**src/sdb_pkg.sv**
```systemverilog
// ----------------------------------------------------------------------------
// sdb_pkg
// Shared widths, register codes and request types of the destination binner.
// ----------------------------------------------------------------------------
package sdb_pkg;

  localparam int NUM_SLOTS      = 4;
  localparam int WORDS_PER_SLOT = 8;

  localparam int DEST_W    = 24;
  localparam int DELAY_W   = 8;
  localparam int WEIGHT_W  = 32;
  localparam int SPAN_W    = 23;
  localparam int RID_W     = 4;
  localparam int WORD_BITS = DEST_W + DELAY_W + WEIGHT_W;
  localparam int SLOT_W    = $clog2(NUM_SLOTS);
  localparam int WIDX_W    = $clog2(WORDS_PER_SLOT);
  localparam int FILL_W    = $clog2(WORDS_PER_SLOT + 1);
  localparam int TH_W      = SPAN_W + $clog2(NUM_SLOTS + 1) + 2;

  localparam int CMD_DEPTH = 4;
  localparam int OUT_DEPTH = 4;

  localparam int CFG_IDX_W  = 2;
  localparam int CFG_DATA_W = 24;

  localparam logic [DEST_W-1:0] DEST_BASE_RST = DEST_W'(1);
  localparam logic [SPAN_W-1:0] DEST_SPAN_RST = SPAN_W'(2048);
  localparam logic [RID_W-1:0]  ROUTER_ID_RST = RID_W'(3);

  typedef enum logic [CFG_IDX_W-1:0] {
    REG_DEST_BASE = 2'd0,
    REG_DEST_SPAN = 2'd1,
    REG_ROUTER_ID = 2'd2
  } cfg_reg_t;

  typedef struct packed {
    logic [DEST_W-1:0] base;
    logic [SPAN_W-1:0] span;
  } cfg_t;

  // Classified input request handed from the front to the back.
  typedef struct packed {
    logic                 in_range;
    logic [SLOT_W-1:0]    slot;
    logic [WORD_BITS-1:0] word;
    logic                 beat;
    logic                 fin;
  } cmd_t;

  typedef struct packed {
    logic [WORD_BITS-1:0] word;
    logic [WIDX_W-1:0]    index;
    logic [SLOT_W-1:0]    slot;
    logic                 frame_last;
    logic                 run_last;
  } res_t;

endpackage

```
**src/synapse_destination_binner.sv**
```systemverilog
// ----------------------------------------------------------------------------
// synapse_destination_binner
// Bins synapse entries into destination-range slots and emits full or flushed slots.
// ----------------------------------------------------------------------------
// Input side is a queue: present an entry and raise push; it is taken when
// full is low. The front compares the destination against the slot range
// thresholds (base + k*span) and drops the classified request into a
// four-deep request queue. The back takes one request per cycle while it is
// not emitting, so plain entries stream at one per cycle.
// A beat end with full slots, or a stream end, makes the back emit eight
// words per slot, one word per cycle while the result queue has room; the
// request queue keeps taking entries until it fills. A stream end always
// emits all four slots. Results wait in a four-deep queue: the oldest is on
// the ports while empty is low and leaves on pop. A stalled receiver fills
// that queue, then the back holds, then the request queue, and finally full
// rises. With both queues empty, an accepted request passes the request queue
// and the back's emit state before its first word reaches the result ports.
// Configuration writes are always ready and take effect on the next cycle.
// Reset clears the slot fill counts (all slots read as zero), both queues,
// and loads dest_base 1, dest_span 2048, router_id 3.
// ----------------------------------------------------------------------------
module synapse_destination_binner
  import sdb_pkg::*;
(
  input  logic                  clk,
  input  logic                  rst,
  // configuration write channel
  input  logic                  cfg_valid,
  output logic                  cfg_ready,
  input  logic [CFG_IDX_W-1:0]  cfg_index,
  input  logic [CFG_DATA_W-1:0] cfg_data,
  // entry channel
  input  logic                  push,
  output logic                  full,
  input  logic [DEST_W-1:0]     dest_neuron,
  input  logic [DELAY_W-1:0]    delay_value,
  input  logic [WEIGHT_W-1:0]   weight_bits,
  input  logic                  beat_end,
  input  logic                  stream_end,
  // result channel
  output logic                  empty,
  input  logic                  pop,
  output logic [WORD_BITS-1:0]  slot_word,
  output logic [WIDX_W-1:0]     word_index,
  output logic [SLOT_W-1:0]     dest_slot,
  output logic [RID_W-1:0]      source_id,
  output logic                  frame_last,
  output logic                  run_last
);

  cfg_t             cfg;
  logic [RID_W-1:0] router_id;

  logic cmd_push;
  cmd_t cmd_in;
  logic cmd_valid;
  logic cmd_pop;
  cmd_t cmd_out;
  logic out_push;
  logic out_full;
  res_t res_in;
  res_t res_out;

  assign cfg_ready = 1'b1;

  // Decode register writes; indexes past the list are ignored.
  always_ff @(posedge clk) begin
    if (rst) begin
      cfg.base  <= DEST_BASE_RST;
      cfg.span  <= DEST_SPAN_RST;
      router_id <= ROUTER_ID_RST;
    end else if (cfg_valid && cfg_ready) begin
      unique case (cfg_reg_t'(cfg_index))
        REG_DEST_BASE: cfg.base  <= cfg_data[DEST_W-1:0];
        REG_DEST_SPAN: cfg.span  <= cfg_data[SPAN_W-1:0];
        REG_ROUTER_ID: router_id <= cfg_data[RID_W-1:0];
        default: ;
      endcase
    end
  end

  sdb_front u_front (
    .cfg         (cfg),
    .push        (push),
    .full        (full),
    .dest_neuron (dest_neuron),
    .delay_value (delay_value),
    .weight_bits (weight_bits),
    .beat_end    (beat_end),
    .stream_end  (stream_end),
    .cmd_push    (cmd_push),
    .cmd         (cmd_in)
  );

  sdb_cmd_queue u_cmd_queue (
    .clk      (clk),
    .rst      (rst),
    .push     (cmd_push),
    .data_in  (cmd_in),
    .full     (full),
    .pop      (cmd_pop),
    .valid    (cmd_valid),
    .data_out (cmd_out)
  );

  sdb_back u_back (
    .clk       (clk),
    .rst       (rst),
    .cmd_valid (cmd_valid),
    .cmd       (cmd_out),
    .cmd_pop   (cmd_pop),
    .out_full  (out_full),
    .out_push  (out_push),
    .res       (res_in)
  );

  sdb_out_queue u_out_queue (
    .clk      (clk),
    .rst      (rst),
    .push     (out_push),
    .data_in  (res_in),
    .full     (out_full),
    .pop      (pop),
    .empty    (empty),
    .data_out (res_out)
  );

  // Source id follows the register; user must rewrite it only while idle, unchecked.
  assign slot_word  = res_out.word;
  assign word_index = res_out.index;
  assign dest_slot  = res_out.slot;
  assign source_id  = router_id;
  assign frame_last = res_out.frame_last;
  assign run_last   = res_out.run_last;

endmodule

```
**src/sdb_front.sv**
```systemverilog
// ----------------------------------------------------------------------------
// sdb_front
// Classifies an incoming synapse entry into a slot by destination range.
// ----------------------------------------------------------------------------
module sdb_front
  import sdb_pkg::*;
(
  input  cfg_t                 cfg,
  input  logic                 push,
  input  logic                 full,
  input  logic [DEST_W-1:0]    dest_neuron,
  input  logic [DELAY_W-1:0]   delay_value,
  input  logic [WEIGHT_W-1:0]  weight_bits,
  input  logic                 beat_end,
  input  logic                 stream_end,
  output logic                 cmd_push,
  output cmd_t                 cmd
);

  logic [TH_W-1:0]   dst_ext;
  logic [TH_W-1:0]   top_th;
  logic [SLOT_W-1:0] slot;

  // Threshold k is base + k*span; the slot is the count of passed thresholds.
  always_comb begin
    dst_ext = TH_W'(dest_neuron);
    top_th  = TH_W'(cfg.base) + TH_W'(NUM_SLOTS) * TH_W'(cfg.span);
    slot    = '0;
    for (int k = 1; k < NUM_SLOTS; k++) begin
      if (dst_ext >= TH_W'(cfg.base) + TH_W'(k) * TH_W'(cfg.span)) begin
        slot = SLOT_W'(k);
      end
    end
  end

  assign cmd_push     = push && !full;
  assign cmd.in_range = (cfg.span != '0) && (dest_neuron >= cfg.base) && (dst_ext < top_th);
  assign cmd.slot     = slot;
  assign cmd.word     = {dest_neuron, delay_value, weight_bits};
  assign cmd.beat     = beat_end;
  assign cmd.fin      = stream_end;

endmodule

```
**src/sdb_cmd_queue.sv**
```systemverilog
// ----------------------------------------------------------------------------
// sdb_cmd_queue
// Short queue of classified requests between the front and the back.
// ----------------------------------------------------------------------------
module sdb_cmd_queue
  import sdb_pkg::*;
(
  input  logic clk,
  input  logic rst,
  input  logic push,
  input  cmd_t data_in,
  output logic full,
  input  logic pop,
  output logic valid,
  output cmd_t data_out
);

  localparam int PTR_W = $clog2(CMD_DEPTH);
  localparam int CNT_W = $clog2(CMD_DEPTH + 1);

  cmd_t             mem [CMD_DEPTH];
  logic [PTR_W-1:0] head;
  logic [PTR_W-1:0] tail;
  logic [CNT_W-1:0] count;
  logic             do_push;
  logic             do_pop;

  assign full     = (count == CNT_W'(CMD_DEPTH));
  assign valid    = (count != '0);
  assign do_push  = push && !full;
  assign do_pop   = pop && valid;
  assign data_out = mem[head];

  always_ff @(posedge clk) begin
    if (do_push) begin
      mem[tail] <= data_in;
    end
  end

  always_ff @(posedge clk) begin
    if (rst) begin
      head  <= '0;
      tail  <= '0;
      count <= '0;
    end else begin
      if (do_push) begin
        tail <= (tail == PTR_W'(CMD_DEPTH - 1)) ? '0 : tail + PTR_W'(1);
      end
      if (do_pop) begin
        head <= (head == PTR_W'(CMD_DEPTH - 1)) ? '0 : head + PTR_W'(1);
      end
      if (do_push && !do_pop) begin
        count <= count + CNT_W'(1);
      end else if (do_pop && !do_push) begin
        count <= count - CNT_W'(1);
      end
    end
  end

endmodule

```
**src/sdb_back.sv**
```systemverilog
// ----------------------------------------------------------------------------
// sdb_back
// Slot store and emit sequencer: stores entries, drains full slots and flushes.
// ----------------------------------------------------------------------------
module sdb_back
  import sdb_pkg::*;
(
  input  logic clk,
  input  logic rst,
  input  logic cmd_valid,
  input  cmd_t cmd,
  output logic cmd_pop,
  input  logic out_full,
  output logic out_push,
  output res_t res
);

  localparam int STORE_DEPTH = NUM_SLOTS * WORDS_PER_SLOT;
  localparam int STORE_AW    = $clog2(STORE_DEPTH);

  typedef enum logic {ST_IDLE, ST_EMIT} state_t;

  state_t               state;
  logic [WORD_BITS-1:0] store [STORE_DEPTH];
  logic [FILL_W-1:0]    fill  [NUM_SLOTS];
  logic [NUM_SLOTS-1:0] mask;
  logic [WIDX_W-1:0]    widx;
  logic                 flast;

  logic                 do_store;
  logic [FILL_W-1:0]    tgt_fill;
  logic [NUM_SLOTS-1:0] full_now;
  logic [SLOT_W-1:0]    cur;
  logic [NUM_SLOTS-1:0] rest;
  logic                 last_word;
  logic [STORE_AW-1:0]  wr_idx;
  logic [STORE_AW-1:0]  rd_idx;
  logic                 fill_ok;

  assign cmd_pop   = (state == ST_IDLE) && cmd_valid;
  assign tgt_fill  = fill[cmd.slot];
  assign do_store  = cmd_pop && !cmd.fin && cmd.in_range
                     && (tgt_fill < FILL_W'(WORDS_PER_SLOT));
  assign last_word = (widx == WIDX_W'(WORDS_PER_SLOT - 1));
  assign wr_idx    = STORE_AW'(STORE_AW'(cmd.slot) * STORE_AW'(WORDS_PER_SLOT)
                     + STORE_AW'(tgt_fill));
  assign rd_idx    = STORE_AW'(STORE_AW'(cur) * STORE_AW'(WORDS_PER_SLOT) + STORE_AW'(widx));

  always_comb begin
    full_now = '0;
    cur      = '0;
    rest     = '0;
    fill_ok  = 1'b1;
    for (int s = 0; s < NUM_SLOTS; s++) begin
      full_now[s] = (fill[s] == FILL_W'(WORDS_PER_SLOT))
                    || (do_store && (cmd.slot == SLOT_W'(s))
                        && (fill[s] == FILL_W'(WORDS_PER_SLOT - 1)));
      if (fill[s] > FILL_W'(WORDS_PER_SLOT)) begin
        fill_ok = 1'b0;
      end
    end
    // Lowest pending slot goes first.
    for (int s = NUM_SLOTS - 1; s >= 0; s--) begin
      if (mask[s]) begin
        cur = SLOT_W'(s);
      end
    end
    for (int s = 0; s < NUM_SLOTS; s++) begin
      rest[s] = mask[s] && (SLOT_W'(s) != cur);
    end
  end

  assign out_push       = (state == ST_EMIT) && !out_full;
  // Positions past the fill count read as zero, so a drained slot needs no clearing.
  assign res.word       = (FILL_W'(widx) < fill[cur]) ? store[rd_idx] : '0;
  assign res.index      = widx;
  assign res.slot       = cur;
  assign res.frame_last = flast;
  assign res.run_last   = last_word && (rest == '0);

  always_ff @(posedge clk) begin
    if (do_store) begin
      store[wr_idx] <= cmd.word;
    end
  end

  always_ff @(posedge clk) begin
    if (rst) begin
      state <= ST_IDLE;
      mask  <= '0;
      widx  <= '0;
      flast <= 1'b0;
      for (int s = 0; s < NUM_SLOTS; s++) begin
        fill[s] <= '0;
      end
    end else begin
      unique case (state)
        ST_IDLE: begin
          if (do_store) begin
            fill[cmd.slot] <= tgt_fill + FILL_W'(1);
          end
          if (cmd_pop) begin
            widx <= '0;
            if (cmd.fin) begin
              mask  <= '1;
              flast <= 1'b1;
              state <= ST_EMIT;
            end else if (cmd.beat && (full_now != '0)) begin
              mask  <= full_now;
              flast <= 1'b0;
              state <= ST_EMIT;
            end
          end
        end
        ST_EMIT: begin
          if (out_push) begin
            if (last_word) begin
              widx      <= '0;
              fill[cur] <= '0;
              mask      <= rest;
              if (rest == '0) begin
                state <= ST_IDLE;
              end
            end else begin
              widx <= widx + WIDX_W'(1);
            end
          end
        end
        default: state <= ST_IDLE;
      endcase
    end
  end

  a_fill_bound: assert property (@(posedge clk) disable iff (rst) fill_ok)
    else $error("slot fill count above slot size");
  a_emit_has_work: assert property (@(posedge clk) disable iff (rst)
    (state == ST_EMIT) |-> (mask != '0))
    else $error("emitting with no pending slot");
  a_run_last_at_end: assert property (@(posedge clk) disable iff (rst)
    (out_push && res.run_last) |=> (state == ST_IDLE))
    else $error("run end marked but emission continues");
  a_no_pop_while_emit: assert property (@(posedge clk) disable iff (rst)
    (state == ST_EMIT) |-> !cmd_pop)
    else $error("request taken during emission");

endmodule

```
**src/sdb_out_queue.sv**
```systemverilog
// ----------------------------------------------------------------------------
// sdb_out_queue
// Result queue that absorbs emit bursts and decouples the receiver's stalls.
// ----------------------------------------------------------------------------
module sdb_out_queue
  import sdb_pkg::*;
(
  input  logic clk,
  input  logic rst,
  input  logic push,
  input  res_t data_in,
  output logic full,
  input  logic pop,
  output logic empty,
  output res_t data_out
);

  localparam int PTR_W = $clog2(OUT_DEPTH);
  localparam int CNT_W = $clog2(OUT_DEPTH + 1);

  res_t             mem [OUT_DEPTH];
  logic [PTR_W-1:0] head;
  logic [PTR_W-1:0] tail;
  logic [CNT_W-1:0] count;
  logic             do_push;
  logic             do_pop;

  assign full     = (count == CNT_W'(OUT_DEPTH));
  assign empty    = (count == '0);
  assign do_push  = push && !full;
  assign do_pop   = pop && !empty;
  assign data_out = mem[head];

  always_ff @(posedge clk) begin
    if (do_push) begin
      mem[tail] <= data_in;
    end
  end

  always_ff @(posedge clk) begin
    if (rst) begin
      head  <= '0;
      tail  <= '0;
      count <= '0;
    end else begin
      if (do_push) begin
        tail <= (tail == PTR_W'(OUT_DEPTH - 1)) ? '0 : tail + PTR_W'(1);
      end
      if (do_pop) begin
        head <= (head == PTR_W'(OUT_DEPTH - 1)) ? '0 : head + PTR_W'(1);
      end
      if (do_push && !do_pop) begin
        count <= count + CNT_W'(1);
      end else if (do_pop && !do_push) begin
        count <= count - CNT_W'(1);
      end
    end
  end

endmodule

```
**config.mk**
```make
export PLATFORM = sky130hd
export DESIGN_NAME = synapse_destination_binner
export DESIGN_NICKNAME = d
export VERILOG_FILES = /design/src/sdb_pkg.sv /design/src/synapse_destination_binner.sv /design/src/sdb_front.sv /design/src/sdb_cmd_queue.sv /design/src/sdb_back.sv /design/src/sdb_out_queue.sv
export SDC_FILE = /design/constraint.sdc
export NUM_CORES = 2
export LEC_CHECK = 0
export BUFFER_PORTS_ARGS = -buffer_cell sky130_fd_sc_hd__buf_2
export CAP_MARGIN = 10
export CORE_ASPECT_RATIO = 0.5
export CORE_MARGIN = 5
export CORE_UTILIZATION = 47
export CTS_CLUSTER_DIAMETER = 150
export DETAILED_ROUTE_END_ITERATION = 8
export PLACE_DENSITY = 0.62
export SYNTH_ARGS = -nofsm -noshare
export SYNTH_HDL_FRONTEND = slang
export SYNTH_SLANG_ARGS = --single-unit
```
**constraint.sdc**
```tcl
create_clock -name clk -period 8.98 [get_ports clk]
set_input_delay 0.449 -clock clk [delete_from_list [all_inputs] [get_ports clk]]
set_output_delay 0.449 -clock clk [all_outputs]
set_load 0.01 [all_outputs]
```
==> flow_summary.yaml <==
layout:
  layout-drive-gt1-share_pct: 22.99
  regArea_um2: 80380
  multi_input_area_um2: 28040
  layout.nets: 6019
  area_growth_syn_to_layout_pct: 11.87
  design_area_um2: 122400
  utilization_pct: 52.79
  fillers: 17800
die:
  rows: 125
  die_area_um2: 243000
  core-area_um2: 231800
  start_util_pct: 47.19
  die_x_um: 692.2
  die_height_um: 351.1
  ios: 175
routing:
  firstDrtPassIters: 6
  drcViolationCount: 0
  antenna_left: 0
  wirelength_um: 275500
  vias_per_cell: 6.175
  routedWlPerCell_um: 30.75
  via_count: 55330
  first_iter_violations: 6793
sta:
  tns_ps: 0
  rsz0062_at_grt: "false"
  tightest_slew_ps: 1298
  hold_violations: 0
  whs_ps: 71.45
  finalClockSkew_ps: 98.74
  maxSlewHeadroom_pct: 13.46
  period_needed_ps: 5768
  fmax_mhz: 173.4
  timing_max_transition_violations_final: 0
  finalSetupViolCount: 0
  layout_setup_ws_ps: 3212
  period_share_pct: 64.23
critical_path:
  critPathMaxFanout: 41
  crit_path_end_kind: "flop"
  reg2regPathDepth: 7
  arrival_ps: 6210
  startpoint_type: "flop"
  r2r_end: "u_back.store[9][45]"
  rrSetupSlack_ps: 3210
  worstPathRequired_ps: 9420
  crit_type: "flop to flop"
  crit_path_end: "u_back.store[9][45]"
yosys:
  synth_simple_gate_area_share_pct: 2.183
  synth_cells: 5311
  ys_seq_area_share_pct: 73.47
  synthAdderAreaFrac_pct: 3.256
  synth_nets: 5675
  synth_compound_area_share_pct: 3.136
  synth_warnings: 0
  synth.most_common_cell: "edfxtp_1"
  yosysTopAreaCellShare_pct: 72.05
  synth_edf_count: 2624
  synthTopCellsByArea: "edfxtp_1, mux4_2, ha_1"
  synth_common_cells: "edfxtp_1, mux4_2, ha_1"
  synth_cell_types: 80
  synthFlopType: "edfxtp_1"
  synth_top_cell_by_area: "edfxtp_1"
  ys_seq_elements: 2702
  synth_top_family_by_area: "multiplexers"
  syn_area_per_cell_um2: 20.59
  muxShareOfSynthArea_pct: 16.11
  synth.cell_area_um2: 109400
  async_flop_share_pct: 0
  synth_xor_area_share_pct: 0.6807
clocking:
  cts_root_buffer: "clkbuf_16"
  path_clk_slew_ps: 60
  htreeDepth: 4
  clockBufferDepth: 4
  clock_latency_ps: 890
  clock-sinks: 2702
  cts_tree: "done"
  cts_buffers: 234
pwr:
  clockPowerShare_pct: 28.3
  netSwitchingFraction_pct: 30.17
  p_seq_share_pct: 48.5
  ir_worst_vdd_mv: 0.1794
  intPower_uw: 23840
  leakage_uw: 0.03811
  p_per_area_nw_per_um2: 279.0
  combPwrFrac_pct: 23.3
  switchingPower_uw: 10300
placement:
  io_buffers: 173
  detailed_place_hpwl_um: 168200
  pre_cts_slack_ps: 3164
  placedInstanceArea_um2: 114200
  gp_congestion: 0.8422
global_routing:
  antenna_found_initial: 40
  grt_pass1_vias: 56050
  grt_max_degree: 112
  grt.overflow.total: 0
  track_usage_pct: 22.61
  grt_pass1_wl_um: 398600
worst_hold_path:
  hp-class: "input pin to flop"
outcome:
  status: "finished clean"
job:
  maxCapViolCount: 0
==> timing repair <==
action / in CTS / in global routing
hold buffers: 88 / 0
buffers inserted: 0 / 0
setup endpoints to repair: 0 / 0
hold endpoints to repair: 304 / 0
resized for setup: 0 / 0
==> routing by layer <==
layer / global-route usage (%) / routed length [µm]
met1: 34.72 / 121600
met2: 33.87 / 122900
met3: 4.994 / 26480
met4: 4.004 / 4512
met5: 0 / 48
==> sequential cells by signal, indices dropped and copies added (netlist names), 2 cells and up, named ones only <==
register and count:
u_out_queue.head 2, u_cmd_queue.tail 2, u_cmd_queue.count 3, u_out_queue.mem 284, u_back.widx 3, u_back.fill 16, u_back.mask 4, u_back.store 2048
cfg 47, u_out_queue.tail 2, u_out_queue.count 3, u_cmd_queue.mem 276, source_id 4, u_cmd_queue.head 2
==> cell families (layout without fill, tap and decap cells) <==
kind of cell / Yosys count / count (layout)
multiplexers: 859 / 859
AND/OR/NAND/NOR: 520 / 520
adder cells (fa/ha/maj): 268 / 268
XOR/XNOR: 85 / 85
other: 1 / 13
flip-flops: 2702 / 2702
AO/OA/AOI/OAI: 546 / 546
buffers and inverters: 330 / 856
==> cell usage in the layout (no fill, tap or decap), types with 98 or more instances in the layout <==
cell / instances
edfxtp_1: 2624
mux4_2: 717
ha_1: 239
clkbuf_16: 239
buf_2: 173
nor2_1: 158
a21oi_1: 157
nand2_1: 154
o21ai_0: 139
mux2i_1: 138
inv_1: 98
==> layout make-up <==
| class | count | share of cell area (%) |
|---|---|---|
| repair buffers | 338 | 2.057 |
| well taps | 3111 | 3.181 |
| clock inverters | 124 | 0.7383 |
| multi-input cells | 2279 | 22.91 |
| inverters | 100 | 0.3078 |
| diodes | 12 | 0.02454 |
| flip-flops and latches | 2702 | 65.70 |
| clock buffers | 294 | 5.081 |
==> metrics by stage <==
step                      power, µW  instances
after floorplan               21150       5311
final                         34140       8960
after global placement        24510       8438
after global routing          35490       8948
after detailed placement      24790       8439
after CTS                     34390       8945
==> how the worst min path moves through the flow <==
stage	startpoint	endpoint	slack, ps	cells past startpoint
final	dest_neuron[19]	u_cmd_queue.mem[3][61]	70	1
after global routing	dest_neuron[19]	u_cmd_queue.mem[3][61]	20	1
after CTS	dest_neuron[19]	u_cmd_queue.mem[3][61]	5	1
after detailed placement	source_id[1]	source_id[1]	460	1
after global placement	source_id[0]	source_id[0]	460	1
after floorplan	u_cmd_queue.head[1]	flop	450	2
==> worst max-delay path, cell delays in order (launching register included) <==
cell     delay, ps
dfxtp_4        690
buf_4          730
mux4_2         610
mux4_2         450
nor2_4         260
nand2_1        650
nor2_4        1010
buf_4          810
==> power by group through the flow <==
stage	sequential (µW)	clock, µW	combinational (µW)
2_1_floorplan	16600	0	4530
3_3_place_gp	16800	0	7720
3_5_place_dp	16800	0	7960
4_1_cts	16600	9820	8010
5_1_grt	16600	10400	8500
6_report	16500	9650	7940
(Power assumes the default switching activity.)
